### config.mk
export PLATFORM = sky130hd
export DESIGN_NAME = sts_fifo
export DESIGN_NICKNAME = d
export VERILOG_FILES = /design/src/sv/sparse_transpose_scatter_defines.svh /design/src/sv/sts_fifo.sv
export SDC_FILE = /design/constraint.sdc
export NUM_CORES = 1
export LEC_CHECK = 0
export BUFFER_PORTS_ARGS = -buffer_cell sky130_fd_sc_hd__buf_2
export CAP_MARGIN = 20
export CORE_AREA = 3 3 40 42
export DETAILED_ROUTE_END_ITERATION = 10
export DIE_AREA = 0 0 43 45
export GPL_ROUTABILITY_DRIVEN = 0
export HOLD_SLACK_MARGIN = 0.08
export MAX_ROUTING_LAYER = met4
export SLEW_MARGIN = 20
export SYNTH_ARGS = -nofsm -noshare
export SYNTH_HDL_FRONTEND = slang
export SYNTH_SLANG_ARGS = --single-unit
### constraint.sdc
create_clock -name clk -period 1.75 [get_ports clk]
set_clock_uncertainty 0.15 [all_clocks]
set_input_delay 0.0875 -clock clk [delete_from_list [all_inputs] [get_ports clk]]
set_output_delay 0.0875 -clock clk [all_outputs]
set_load 0.01 [all_outputs]
### src/sv/sparse_transpose_scatter_defines.svh
// ----------------------------------------------------------------------------
// sparse_transpose_scatter_defines
// Assertion macros used by the sparse transpose scatter top level.
// ----------------------------------------------------------------------------
`ifndef SPARSE_TRANSPOSE_SCATTER_DEFINES_SVH
`define SPARSE_TRANSPOSE_SCATTER_DEFINES_SVH

// ante implies cons in the same cycle
`define STS_ASSERT_IMP(label, ante, cons, msg) \
  label: assert property (@(posedge clk) disable iff (!rst_n) (ante) |-> (cons)) \
    else $error(msg);

// expr never holds
`define STS_ASSERT_NEVER(label, expr, msg) \
  label: assert property (@(posedge clk) disable iff (!rst_n) !(expr)) \
    else $error(msg);

`endif

### src/sv/sts_fifo.sv
// ----------------------------------------------------------------------------
// sts_fifo
// Two-entry queue, used between front and back and on the result side.
// ----------------------------------------------------------------------------
module sts_fifo #(
  parameter int W = 1
) (
  input  logic         clk,
  input  logic         rst_n,
  input  logic         wr_en,
  input  logic [W-1:0] wdata,
  input  logic         rd_en,
  output logic [W-1:0] rdata,
  output logic         full,
  output logic         empty
);

  logic [W-1:0] mem_r [2];
  logic         wr_ptr_r, wr_ptr_nxt;
  logic         rd_ptr_r, rd_ptr_nxt;
  logic [1:0]   cnt_r, cnt_nxt;
  logic         do_wr, do_rd;

  assign full  = (cnt_r == 2'd2);
  assign empty = (cnt_r == 2'd0);
  assign rdata = mem_r[rd_ptr_r];
  assign do_wr = wr_en && !full;
  assign do_rd = rd_en && !empty;

  always_comb begin
    wr_ptr_nxt = do_wr ? ~wr_ptr_r : wr_ptr_r;
    rd_ptr_nxt = do_rd ? ~rd_ptr_r : rd_ptr_r;
    cnt_nxt    = cnt_r;
    if (do_wr && !do_rd) begin
      cnt_nxt = cnt_r + 2'd1;
    end else if (do_rd && !do_wr) begin
      cnt_nxt = cnt_r - 2'd1;
    end
  end

  always_ff @(posedge clk) begin
    if (!rst_n) begin
      wr_ptr_r <= 1'b0;
      rd_ptr_r <= 1'b0;
      cnt_r    <= 2'd0;
    end else begin
      wr_ptr_r <= wr_ptr_nxt;
      rd_ptr_r <= rd_ptr_nxt;
      cnt_r    <= cnt_nxt;
    end
  end

  always_ff @(posedge clk) begin
    if (do_wr) begin
      mem_r[wr_ptr_r] <= wdata;
    end
  end

endmodule

==> run_results.csv <==
group,metric,value,unit
worst_setup_path,worstPathRequired,1.79,ns
worst_setup_path,critPathMaxStageDelay,0.34,ns
finish,drive_gt1_frac,0.333,
sta,finalMaxSlewViolations,0,
worst_setup_path,cp_num_buf_inv,1,
worst_setup_path,path_depth,5,
finish,final_cell_area,440,um^2
global_routing,overflow,0,
worst_setup_path,r2r-end,"cnt_r[1]$_SDFFE_PN0P_",
finish,nFillCells,139,
sta,maxSlewHeadroom,0.831,
die,rows,13,
pwr,p_int,462,uW
routing,finalWirelength,555,um
min_path,holdCritStartpoint,"rd_en",
die,die-area,1940,um^2
global_routing,antenna_found_initial,0,
clocking,cts_tree,"yes",
min_path,hp-class,"input port to flip-flop",
synthesis,syn_avg_cell_area,10.9,um^2
die,die-height,45,um
worst_setup_path,worstPathArrival,1.70,ns
routing,top_layer,"met4",
pwr,clkPwrFrac,0.225,
die,core,1280,um^2
finish,layout_commonest_cell,"buf_2",
routing,first_iter_violations,2,
worst_setup_path,path_max_fanout,4,
worst_setup_path,cp_slowest_cell,"or3_1",
sta,holdWs,0.208,ns
clocking,clock_path_buffers,2,
placement,dpl_cell_area,374,um^2
run,cap_viol_max_count,0,
clocking,clk-insertion-delay-late,0.26,ns
routing,route.vias.total,242,
placement,io_buffers,7,
min_path,whs_path_depth,4,
worst_setup_path,crit_chain,"buf_4 -> o21ai_1 -> ha_1 -> or3_1 -> a21boi_1",
pwr,p_per_area,1550,nW/um^2
pwr,power_frac_comb,0.420,
worst_setup_path,reg2reg_depth,5,
routing,post-route-drc-count,0,
synthesis,yosysWarnings,0,
sta,rsz0062_at_grt,"no",
worst_setup_path,cp-end-kind,"flip-flop",
pwr,seq_power_share,0.355,
pwr,leakage,0.000196,uW
clocking,root_buffer,"clkbuf_4",
worst_setup_path,worstReg2RegStart,"cnt_r[0]$_SDFFE_PN0P_",
global_routing,grt_use_total,0.0785,
clocking,path_clk_slew,0.05,ns
routing,dr.pass1.iters,2,
pwr,switchingPower,223,uW
sta,min_period_over_period,0.944,
pwr,switching_share,0.325,
worst_setup_path,cp_top_family,"compound AO/OA/AOI/OAI gates",
clocking,cts_buffers,3,
routing,vias_per_cell,4.03,
routing,route.met3.wl,31,um
finish,nNetsFinal,52,
sta,fin_crit,1.65,ns
routing,ant_nets,0,
global_routing,grt_max_degree,6,
worst_setup_path,crit_type,"flip-flop to flip-flop",
sta,tns,0,ns
routing,wl_met2,282,um
finish,mostFrequentLayoutCells,"buf_2, dfxtp_1, dlygate4sd3_1",
outcome,status,"finished, final reports clean",
synthesis,ys_seq_area_frac,0.525,
synthesis,netlist_instances,28,
pwr,ir_drop,0.384,mV
synthesis,syn_area,305,um^2
synthesis,ys_ff_latch,7,
clocking,htreeDepth,1,
routing,wl_per_cell,9.25,um
sta,hold_viol,0,
worst_setup_path,rrSetupSlack,0.1,ns
clocking,clkSinkCount,7,
routing,met1Wirelength,212,um
clocking,postCtsSetupBuffers,0,
die,initial_utilization,0.238,
die,ios,8,
global_routing,grt_pass1_wl,972,um
finish,diodes,0,
die,die_width,43,um
sta,clock.fmax,0.605,GHz
sta,worst_pin_slew,0.252,ns
global_routing,grt_pass1_vias,252,
synthesis,yosysUniqueCellTypes,19,
worst_setup_path,startpoint_type,"flip-flop",
sta,finalSetupViolCount,0,
finish,synthToLayoutAreaGrowth,44.3,%
synthesis,syn_nets,34,
## kinds of logic after synthesis
logic type	after synthesis	share of synthesized area
muxes	1	0.0369
xor gates and xnor gates	3	0.0861
and+or+nand+nor	9	0.180
adders and majority gates	1	0.0410
DFF	7	0.525
AOI/OAI and AO/OA	5	0.107
buffers and inverters	2	0.0246
## timing repair
item | 4_1_cts | 5_1_grt
hold endpoints to repair | 8 | 0
hold buffers | 4 | 0
gates resized for setup | 0 | 0
## worst max-delay path by stage
stage,start,end,slack [ns]
floorplan,cnt_r[0]$_SDFFE_PN0P_,cnt_r[1]$_SDFFE_PN0P_,0.11
CTS,cnt_r[0]$_SDFFE_PN0P_,cnt_r[1]$_SDFFE_PN0P_,0.08
detailed placement,cnt_r[0]$_SDFFE_PN0P_,cnt_r[1]$_SDFFE_PN0P_,0.1
global placement,cnt_r[1]$_SDFFE_PN0P_,cnt_r[1]$_SDFFE_PN0P_,0.15
global route,cnt_r[1]$_SDFFE_PN0P_,cnt_r[1]$_SDFFE_PN0P_,0.009
finish,cnt_r[0]$_SDFFE_PN0P_,cnt_r[1]$_SDFFE_PN0P_,0.1
## per-stage QoR
step	utilization	total power, uW	instances	setup WS [ns]
floorplan	-	427	28	0.112
global placement	0.291	521	52	0.150
detailed placement	0.291	525	52	0.0996
CTS	0.343	695	60	0.0810
global route	0.343	739	60	0.00925
finish	0.343	685	60	0.0976
## layer usage
metal  up-vias  GRT usage
li1        128          -
met4         0     0.0904
met1       104     0.0760
met3         3     0.0239
met2         7      0.117
met5         -          -
## cell type report
| class | count | area (um^2) | area share |
|---|---|---|---|
| Tap cell | 15 | 18.8 | 0.0426 |
| Sequential cell | 7 | 160 | 0.364 |
| Timing Repair Buffer | 13 | 90.1 | 0.205 |
| Multi-Input combinational cell | 19 | 138 | 0.313 |
| Inverter | 2 | 7.51 | 0.0170 |
| Clock buffer | 4 | 26.3 | 0.0597 |
## cell usage after synthesis (all sizes together)
cell type / instances / area share
a21boi: 2 / 0.049
ha: 1 / 0.041
xnor2: 2 / 0.057
o21a: 1 / 0.025
and2: 3 / 0.061
inv: 2 / 0.025
and3: 1 / 0.021
or3: 1 / 0.021
nor2: 2 / 0.025
nor3: 1 / 0.033
dfxtp: 5 / 0.33
o21ai: 2 / 0.033
edfxtp: 2 / 0.20
nand2b: 1 / 0.021
mux2: 1 / 0.037
xor2: 1 / 0.029
## power by group through the flow
stage	registers [uW]	logic (uW)	clock network, uW
6_report	243	287	154
5_1_grt	249	325	165
4_1_cts	244	292	160
3_5_place_dp	247	278	0
3_3_place_gp	245	276	0
2_1_floorplan	249	179	0
## tightest hold or removal path, stage by stage
cell and delay [ns]:
buf_2 0.07, o21ai_1 0.10, xnor2_1 0.16, and2_1 0.15
Note: power is estimated with default switching activity, not from simulation.
