[src/sv/sparse_transpose_scatter_defines.svh]
// ----------------------------------------------------------------------------
// sparse_transpose_scatter_defines
// Assertion macros used by the sparse transpose scatter top level.
// ----------------------------------------------------------------------------
`ifndef SPARSE_TRANSPOSE_SCATTER_DEFINES_SVH
`define SPARSE_TRANSPOSE_SCATTER_DEFINES_SVH

// ante implies cons in the same cycle
`define STS_ASSERT_IMP(label, ante, cons, msg) \
  label: assert property (@(posedge clk) disable iff (!rst_n) (ante) |-> (cons)) \
    else $error(msg);

// expr never holds
`define STS_ASSERT_NEVER(label, expr, msg) \
  label: assert property (@(posedge clk) disable iff (!rst_n) !(expr)) \
    else $error(msg);

`endif

[src/sv/sts_pkg.sv]
// ----------------------------------------------------------------------------
// sts_pkg
// Types and constants of the sparse transpose scatter block.
// ----------------------------------------------------------------------------
package sts_pkg;

  localparam int ROW_CNT_W = 11;
  localparam int NNZ_CNT_W = 14;
  localparam int CFG_W     = 14;
  localparam int POS_W     = 14;
  localparam int SLOT_W    = 14;
  localparam int COL_W     = 10;
  localparam int STR_W     = 8;
  localparam int MARK_W    = 16;

  localparam logic [MARK_W-1:0] MARK_MAX = {MARK_W{1'b1}};

  localparam logic REG_ROW_COUNT     = 1'b0;
  localparam logic REG_NONZERO_COUNT = 1'b1;

  typedef enum logic [1:0] {
    ACT_CLEAR   = 2'd0,
    ACT_LOAD    = 2'd1,
    ACT_SCATTER = 2'd2,
    ACT_READ    = 2'd3
  } action_t;

  typedef enum logic [1:0] {
    ST_OK       = 2'd0,
    ST_EMPTY    = 2'd1,
    ST_OVERFLOW = 2'd2
  } status_t;

  typedef enum logic [2:0] {
    K_STATUS,
    K_LOAD,
    K_SCATTER,
    K_READ,
    K_CLEAR
  } kind_t;

  typedef enum logic [2:0] {
    BS_INIT,
    BS_IDLE,
    BS_SLOT,
    BS_MARK,
    BS_READ,
    BS_CLEAR
  } state_t;

  typedef struct packed {
    kind_t             kind;
    status_t           status;
    logic              rd_entry;
    logic              rd_ptr;
    logic [POS_W-1:0]  position;
    logic [SLOT_W-1:0] pval;
    logic [COL_W-1:0]  srow;
    logic [COL_W-1:0]  scol;
    logic [STR_W-1:0]  strength;
  } cmd_t;

  typedef struct packed {
    status_t           status;
    logic [COL_W-1:0]  entry_column;
    logic [MARK_W-1:0] entry_marker;
    logic [SLOT_W-1:0] insert_pointer;
  } res_t;

  typedef struct packed {
    logic init_busy;
    logic res_push;
    logic cmd_pop;
  } bk_stat_t;

endpackage

[src/sv/sts_front.sv]
// ----------------------------------------------------------------------------
// sts_front
// Input side: takes items and classifies them into back-end commands.
// ----------------------------------------------------------------------------
module sts_front (
  input  logic                           push,
  output logic                           full,
  input  logic [1:0]                     in_action,
  input  logic [sts_pkg::POS_W-1:0]      in_position,
  input  logic [sts_pkg::SLOT_W-1:0]     in_pointer_value,
  input  logic [sts_pkg::COL_W-1:0]      in_source_row,
  input  logic [sts_pkg::COL_W-1:0]      in_source_column,
  input  logic [sts_pkg::STR_W-1:0]      in_strength,
  input  logic [sts_pkg::ROW_CNT_W-1:0]  n_used,
  input  logic [sts_pkg::NNZ_CNT_W-1:0]  nnz_used,
  input  logic                           init_busy,
  input  logic                           cmdq_full,
  output logic                           cmd_push,
  output sts_pkg::cmd_t                  cmd
);

  logic mat_empty;
  logic pos_le_n;

  assign full      = cmdq_full || init_busy;
  assign cmd_push  = push && !full;
  assign mat_empty = (n_used == '0) || (nnz_used == '0);
  assign pos_le_n  = (in_position <= sts_pkg::POS_W'(n_used));

  always_comb begin
    cmd          = '0;
    cmd.kind     = sts_pkg::K_STATUS;
    cmd.status   = mat_empty ? sts_pkg::ST_EMPTY : sts_pkg::ST_OK;
    cmd.position = in_position;
    cmd.pval     = in_pointer_value;
    cmd.srow     = in_source_row;
    cmd.scol     = in_source_column;
    cmd.strength = in_strength;
    case (sts_pkg::action_t'(in_action))
      sts_pkg::ACT_CLEAR: begin
        cmd.kind = mat_empty ? sts_pkg::K_STATUS : sts_pkg::K_CLEAR;
      end
      sts_pkg::ACT_LOAD: begin
        cmd.kind = (!mat_empty && pos_le_n) ? sts_pkg::K_LOAD : sts_pkg::K_STATUS;
      end
      sts_pkg::ACT_SCATTER: begin
        if (!mat_empty) begin
          if (sts_pkg::ROW_CNT_W'(in_source_column) >= n_used) begin
            cmd.status = sts_pkg::ST_OVERFLOW;
          end else begin
            cmd.kind = sts_pkg::K_SCATTER;
          end
        end
      end
      sts_pkg::ACT_READ: begin
        cmd.kind     = sts_pkg::K_READ;
        cmd.rd_entry = (in_position < nnz_used);
        cmd.rd_ptr   = pos_le_n;
      end
      default: begin
        cmd.kind = sts_pkg::K_STATUS;
      end
    endcase
  end

endmodule

[config.mk]
export PLATFORM = sky130hd
export DESIGN_NAME = sts_front
export DESIGN_NICKNAME = d
export VERILOG_FILES = /design/src/sv/sparse_transpose_scatter_defines.svh /design/src/sv/sts_pkg.sv /design/src/sv/sts_front.sv
export SDC_FILE = /design/constraint.sdc
export NUM_CORES = 1
export LEC_CHECK = 0
export BUFFER_PORTS_ARGS = -buffer_cell sky130_fd_sc_hd__buf_2
export CAP_MARGIN = 10
export CORE_UTILIZATION = 37
export DETAILED_ROUTE_END_ITERATION = 12
export GPL_TIMING_DRIVEN = 0
export PLACE_DENSITY_LB_ADDON = 0.12
export SYNTH_ARGS = -nofsm -noshare
export SYNTH_HDL_FRONTEND = slang
export SYNTH_SLANG_ARGS = --single-unit
[constraint.sdc]
create_clock -name vclk -period 1.99
set_clock_uncertainty 0.05 [all_clocks]
set_input_delay 0.2985 -clock vclk [all_inputs]
set_output_delay 0.2985 -clock vclk [all_outputs]
set_load 0.01 [all_outputs]
==> impl_metrics.yaml, run 1 <==
logic_synthesis:
  synth_mux_area_share_pct: 0
  synth_area_leaders: "buf_4 (31%), ha_1 (31%), inv_1 (7.6%), a21oi_1 (4.3%), nor4_1 (2.3%)"
  synth_compound_area_share_pct: 15.57
  yosysTopAreaCellShare_pct: 30.78
  synth_top_family_by_area: "buffers and inverters"
  synth.avg_cell_area_um2: 7.355
  synthesis.area_um2: 1390
  synth_warnings: 0
  yosysTopAreaCell: "buf_4"
  yosysUniqueCellTypes: 28
  synthCells: 189
  yosysSeqAreaShare_pct: 0
  synth_simple_gate_area_share_pct: 15.48
  synthAdderAreaFrac_pct: 30.60
  syn-num-nets: 309
  synthXorXnorAreaFrac_pct: 0
detailed_routing:
  via_count: 1672
  drc: 0
  wirelength_mm: 4.103
  drt_iter0_drc: 41
  wire_per_inst_um: 11.49
  dr.pass1.iters: 4
  via_per_inst: 4.683
  ant_nets: 0
floorplanning:
  die_w_um: 63.30
  rows: 21
  io_pins: 151
  coreArea_um2: 3468
  die_area_um2: 4006
  die_y_um: 63.30
  start_util_pct: 40.08
finish:
  regArea_um2: 0
  nClkBuffers: 0
  layout.nets: 433
  fin_area_um2: 2376
  final_cells: 357
  final_cell_mix: "buf_2 (110), buf_4 (64), inv_1 (19), ha_1 (19), ha_4 (12)"
  mostFrequentLayoutCell: "buf_2"
  fillers: 329
  n_antenna_cell: 0
  seq_cell_count: 0
  area_growth_pct: 70.93
  multi_input_comb_area_um2: 1111
  drive_above_1_share_pct: 71.38
grt:
  grt_pass1_wl_mm: 6.037
  grt_max_degree: 7
  track_usage_pct: 18.24
  grt_overflow: 0
  antenna_found_initial: 0
  first_global_vias: 1491
sta:
  timing.slew.headroom_pct: 73.52
  maxSlewViolCount: 0
  setup_viol: 6
  tightest_slew_ps: 395.9
  period_needed_ps: 2056
  period_share_pct: 103.3
  setup_ws_ps: -66.04
  rsz0062_at_grt: "true"
  finalHoldViolations: 0
  totalNegativeSetupSlack_ps: -191.7
  fmaxAchievable_mhz: 486.4
placed_design:
  post_dp_cell_area_um2: 2043
  post-place-cells: 354
  portBuffers: 119
  gp_congestion: 0.7446
  dp.final_hpwl_mm: 3.363
  dp_slack_ps: -320.3
worst_setup_path:
  max_stage_delay_ps: 430
  critPathKind: "input port to primary output"
  start_kind: "input port"
  end_kind: "primary output"
  cp_slowest_cell: "o41ai_4"
  cp.arrival_ps: 1710
  cp_max_fo: 5
  worstPathCellList: "buf_4, nor4_2, nand2_1, o41ai_4, o31a_1, o31ai_2, buf_2"
  critPathRequiredTime_ps: 1640
power:
  seq_power_share_pct: 0
  p_leak_nw: 1.355
  switching_share_pct: 44.45
  ir_drop_mv: 0.1111
  combPwrFrac_pct: 100.0
  total_power_w: 0.0005119
  p_int_w: 0.0002844
  p_per_area_nw_per_um2: 215.4
  pwr-share-clk_pct: 0
  p_switching_w: 0.0002275
hold_path:
  hp-class: "input port to primary output"
  holdPathStages: 2
  min_from: "in_source_row[8]"
  min_to: "cmd[26]"
outcome:
  failed_checks: "setup timing"
  status: "complete, but fails checks"
flow_run:
  drv_cap: 0
-- worst max-delay path: cells and delay by family --
family,cells,cell delay (ps)
AOI/OAI and AO/OA,3,690
and+or+nand+nor,2,430
buffers and inverters,2,280
-- what timing repair did --
item	4_1_cts	5_1_grt
cloned	0	0
pin swaps	20	5
setup endpoints to repair	5	4
resized for setup	50	11
hold buffers	0	0
setup buffers	3	1
-- cell families (layout without fill, tap and decap cells) --
kind of cell,Yosys count,after routing
buffers and inverters,85,207
adders and majority gates,34,34
AOI/OAI and AO/OA,30,30
and+or+nand+nor,40,40
-- cell usage after synthesis, types with 2 or more instances --
cell type and number:
inv_1 28, a21o_1 3, nor4_1 5, nor2_1 6, a21oi_1 12, nand2_1 7
nand4_1 3, nand2b_1 3, buf_4 57, ha_1 34, o31ai_1 2, o2111ai_1 2
nor3_1 3, nand3_1 5, nor2b_1 2, and3_1 3, o21ai_0 3
-- layer usage --
layer | part of all wire [%] | GRT usage, %
met1 | 36 | 19.40
met2 | 53 | 37.77
met3 | 9.4 | 2.355
met4 | 1.8 | 2.557
met5 | 0 | 0
-- worst max path at each step --
stage / start / endpoint / slack (ps) / cells past startpoint
finish: n_used[10] / cmd[60] / -70 / 7
detailed placement: in_source_column[0] / cmd[61] / -320 / 9
floorplan: in_source_column[0] / cmd[61] / 50 / 7
CTS: nnz_used[9] / cmd[57] / -30 / 8
global placement: in_source_column[0] / cmd[61] / -310 / 9
global route: n_used[5] / cmd[59] / -140 / 8
-- power by group through the flow --
stage	Clock (W)	Sequential [W]	Combinational (W)
after CTS	0	0	0.000485
final	0	0	0.000512
after global placement	0	0	0.000404
after global routing	0	0	0.000562
after detailed placement	0	0	0.000408
after floorplan	0	0	0.000243
-- through the flow --
stage / hold slack, ps / utilization (%)
finish: 730.0 / 68.51
global route: 734.7 / 68.51
CTS: 730.7 / 67.06
detailed placement: 730.4 / 58.91
global placement: 730.4 / 58.91
floorplan: 597.7 / -
-- final cells by class --
cell class | count | share of cell area, %
multi-input combinational | 104 | 46.76
timing repair buffer | 122 | 28.07
buffer | 57 | 18.01
inverter | 28 | 4.739
tap | 46 | 2.422
Power figures use the tool's default switching activity.
==> run 2: changes to the inputs <==
--- a/config.mk
+++ b/config.mk
@@ -7,6 +7,7 @@
 export LEC_CHECK = 0
 export BUFFER_PORTS_ARGS = -buffer_cell sky130_fd_sc_hd__buf_2
 export CAP_MARGIN = 10
+export CORE_MARGIN = 4
 export CORE_UTILIZATION = 37
 export DETAILED_ROUTE_END_ITERATION = 12
 export GPL_TIMING_DRIVEN = 0
==> run 2 against run 1 <==
The flow still finishes with violations (setup timing). Cell count rose by 1.7%. Hold slack improved by 1.0 ps. Core utilization rose by 2.1 points. Sequential share of layout area did not move. Critical path depth rose by 2.
==> impl_metrics.yaml, run 2 (synthesized netlist as in run 1, its figures left out) <==
placed_design:
  gp_congestion: 0.7892
  portBuffers: 119
  dp.final_hpwl_mm: 3.909
  post_dp_cell_area_um2: 2046
finish:
  drive_above_1_share_pct: 75.56
  final_cell_mix: "buf_2 (101), buf_4 (68), ha_1 (16), ha_4 (16), inv_1 (15)"
  seq_cell_count: 0
  layout.nets: 437
  fin_area_um2: 2564
  mostFrequentLayoutCell: "buf_2"
  nClkBuffers: 0
  regArea_um2: 0
  area_growth_pct: 84.43
  n_antenna_cell: 0
worst_setup_path:
  start_kind: "input port"
  worstPathCellList: "buf_4, inv_4, ha_4, and3_4, and3_4, nand2_4, o31a_1, o31ai_2, buf_2"
  critPathRequiredTime_ps: 1640
  crit_top_cell: "and3_4"
  end_kind: "primary output"
  max_stage_delay_ps: 290
  cp.arrival_ps: 1700
  cp_max_fo: 3
  critPathKind: "input port to primary output"
  cp_slowest_cell: "o31a_1"
sta:
  fmaxAchievable_mhz: 487.8
  period_share_pct: 103.0
  period_needed_ps: 2050
  setup_viol: 2
  tightest_slew_ps: 354.5
  finalHoldViolations: 0
  timing.slew.headroom_pct: 76.28
  rsz0062_at_grt: "true"
  fin_hold_ws_ps: 731.0
  maxSlewViolCount: 0
  setup_ws_ps: -60.19
detailed_routing:
  drc: 0
  wirelength_mm: 4.902
  via_per_inst: 4.625
  dr.pass1.iters: 3
  via_count: 1679
  drt_iter0_drc: 40
  wire_per_inst_um: 13.50
  ant_nets: 0
outcome:
  failed_checks: "setup timing"
  status: "complete, but fails checks"
hold_path:
  hp-class: "input port to primary output"
floorplanning:
  die_area_um2: 4802
  die_y_um: 69.30
  io_pins: 151
  rows: 22
  die_w_um: 69.30
  start_util_pct: 38.26
  coreArea_um2: 3633
power:
  total_power_w: 0.0005545
  ir_drop_mv: 0.1008
  p_leak_nw: 1.415
  p_per_area_nw_per_um2: 216.3
grt:
  antenna_found_initial: 0
  first_global_vias: 1751
  grt_max_degree: 7
  grt_overflow: 0
  grt_pass1_wl_mm: 7.686
  track_usage_pct: 18.80
flow_run:
  drv_cap: 0
## run 2: changes by cell type in the layout (fill, tap and decap cells not counted), sizes merged
cell  delta
buf      +4
## run 2: what timing repair did
| action | CTS | global route |
|---|---|---|
| pin swaps | 26 | 8 |
| gates resized for setup | 76 | 15 |
| buffers inserted | 4 | 3 |
| hold buffers | 0 | 0 |
| setup endpoints to repair | 5 | 6 |
## run 2: final cells by class
| cell class | instances | area [µm²] |
|---|---|---|
| Tap cell | 48 | 60.06 |
| Buffer | 57 | 427.9 |
| Inverter | 28 | 117.6 |
| Fill cell | 296 | 1070 |
| Multi-Input combinational cell | 104 | 1197 |
| Timing Repair Buffer | 126 | 760.7 |
## run 2: stage by stage
stage	instances	util, %	TNS (ps)	setup WS (ps)
after detailed placement	356	56.30	-945.0	-288.2
final	363	70.56	-63.19	-60.19
after CTS	360	67.80	-110.8	-60.31
after floorplan	189	-	0	46.72
after global placement	356	56.30	-1008	-312.4
after global routing	363	70.56	-467.5	-132.5
## run 2: path summary, 6_finish.rpt
kind,from,to,slack [ps],cells past startpoint
max,n_used[9],cmd[60],-60,9
min,in_source_row[1],cmd[19],730,2
## run 2: layer usage
layer	GRT usage [%]	up-vias	share of wire (%)
li1	-	856	-
met1	19.98	743	36
met2	40.25	78	58
met3	1.739	2	6.3
met4	1.085	0	0.29
met5	0	-	0
## run 2: where the power goes
part	total (W)	leakage [nW]	switching [W]	internal, W
Sequential	0	0	0	0
Clock	0	0	0	0
Combinational	0.000554	1.42	0.000244	0.000310
## run 2: critical path: cells and delay by family
family | cells | cell delay (ps)
buffers and inverters | 3 | 320
AND/OR/NAND/NOR | 3 | 470
AO/OA/AOI/OAI | 2 | 350
adder cells (fa/ha/maj) | 1 | 260
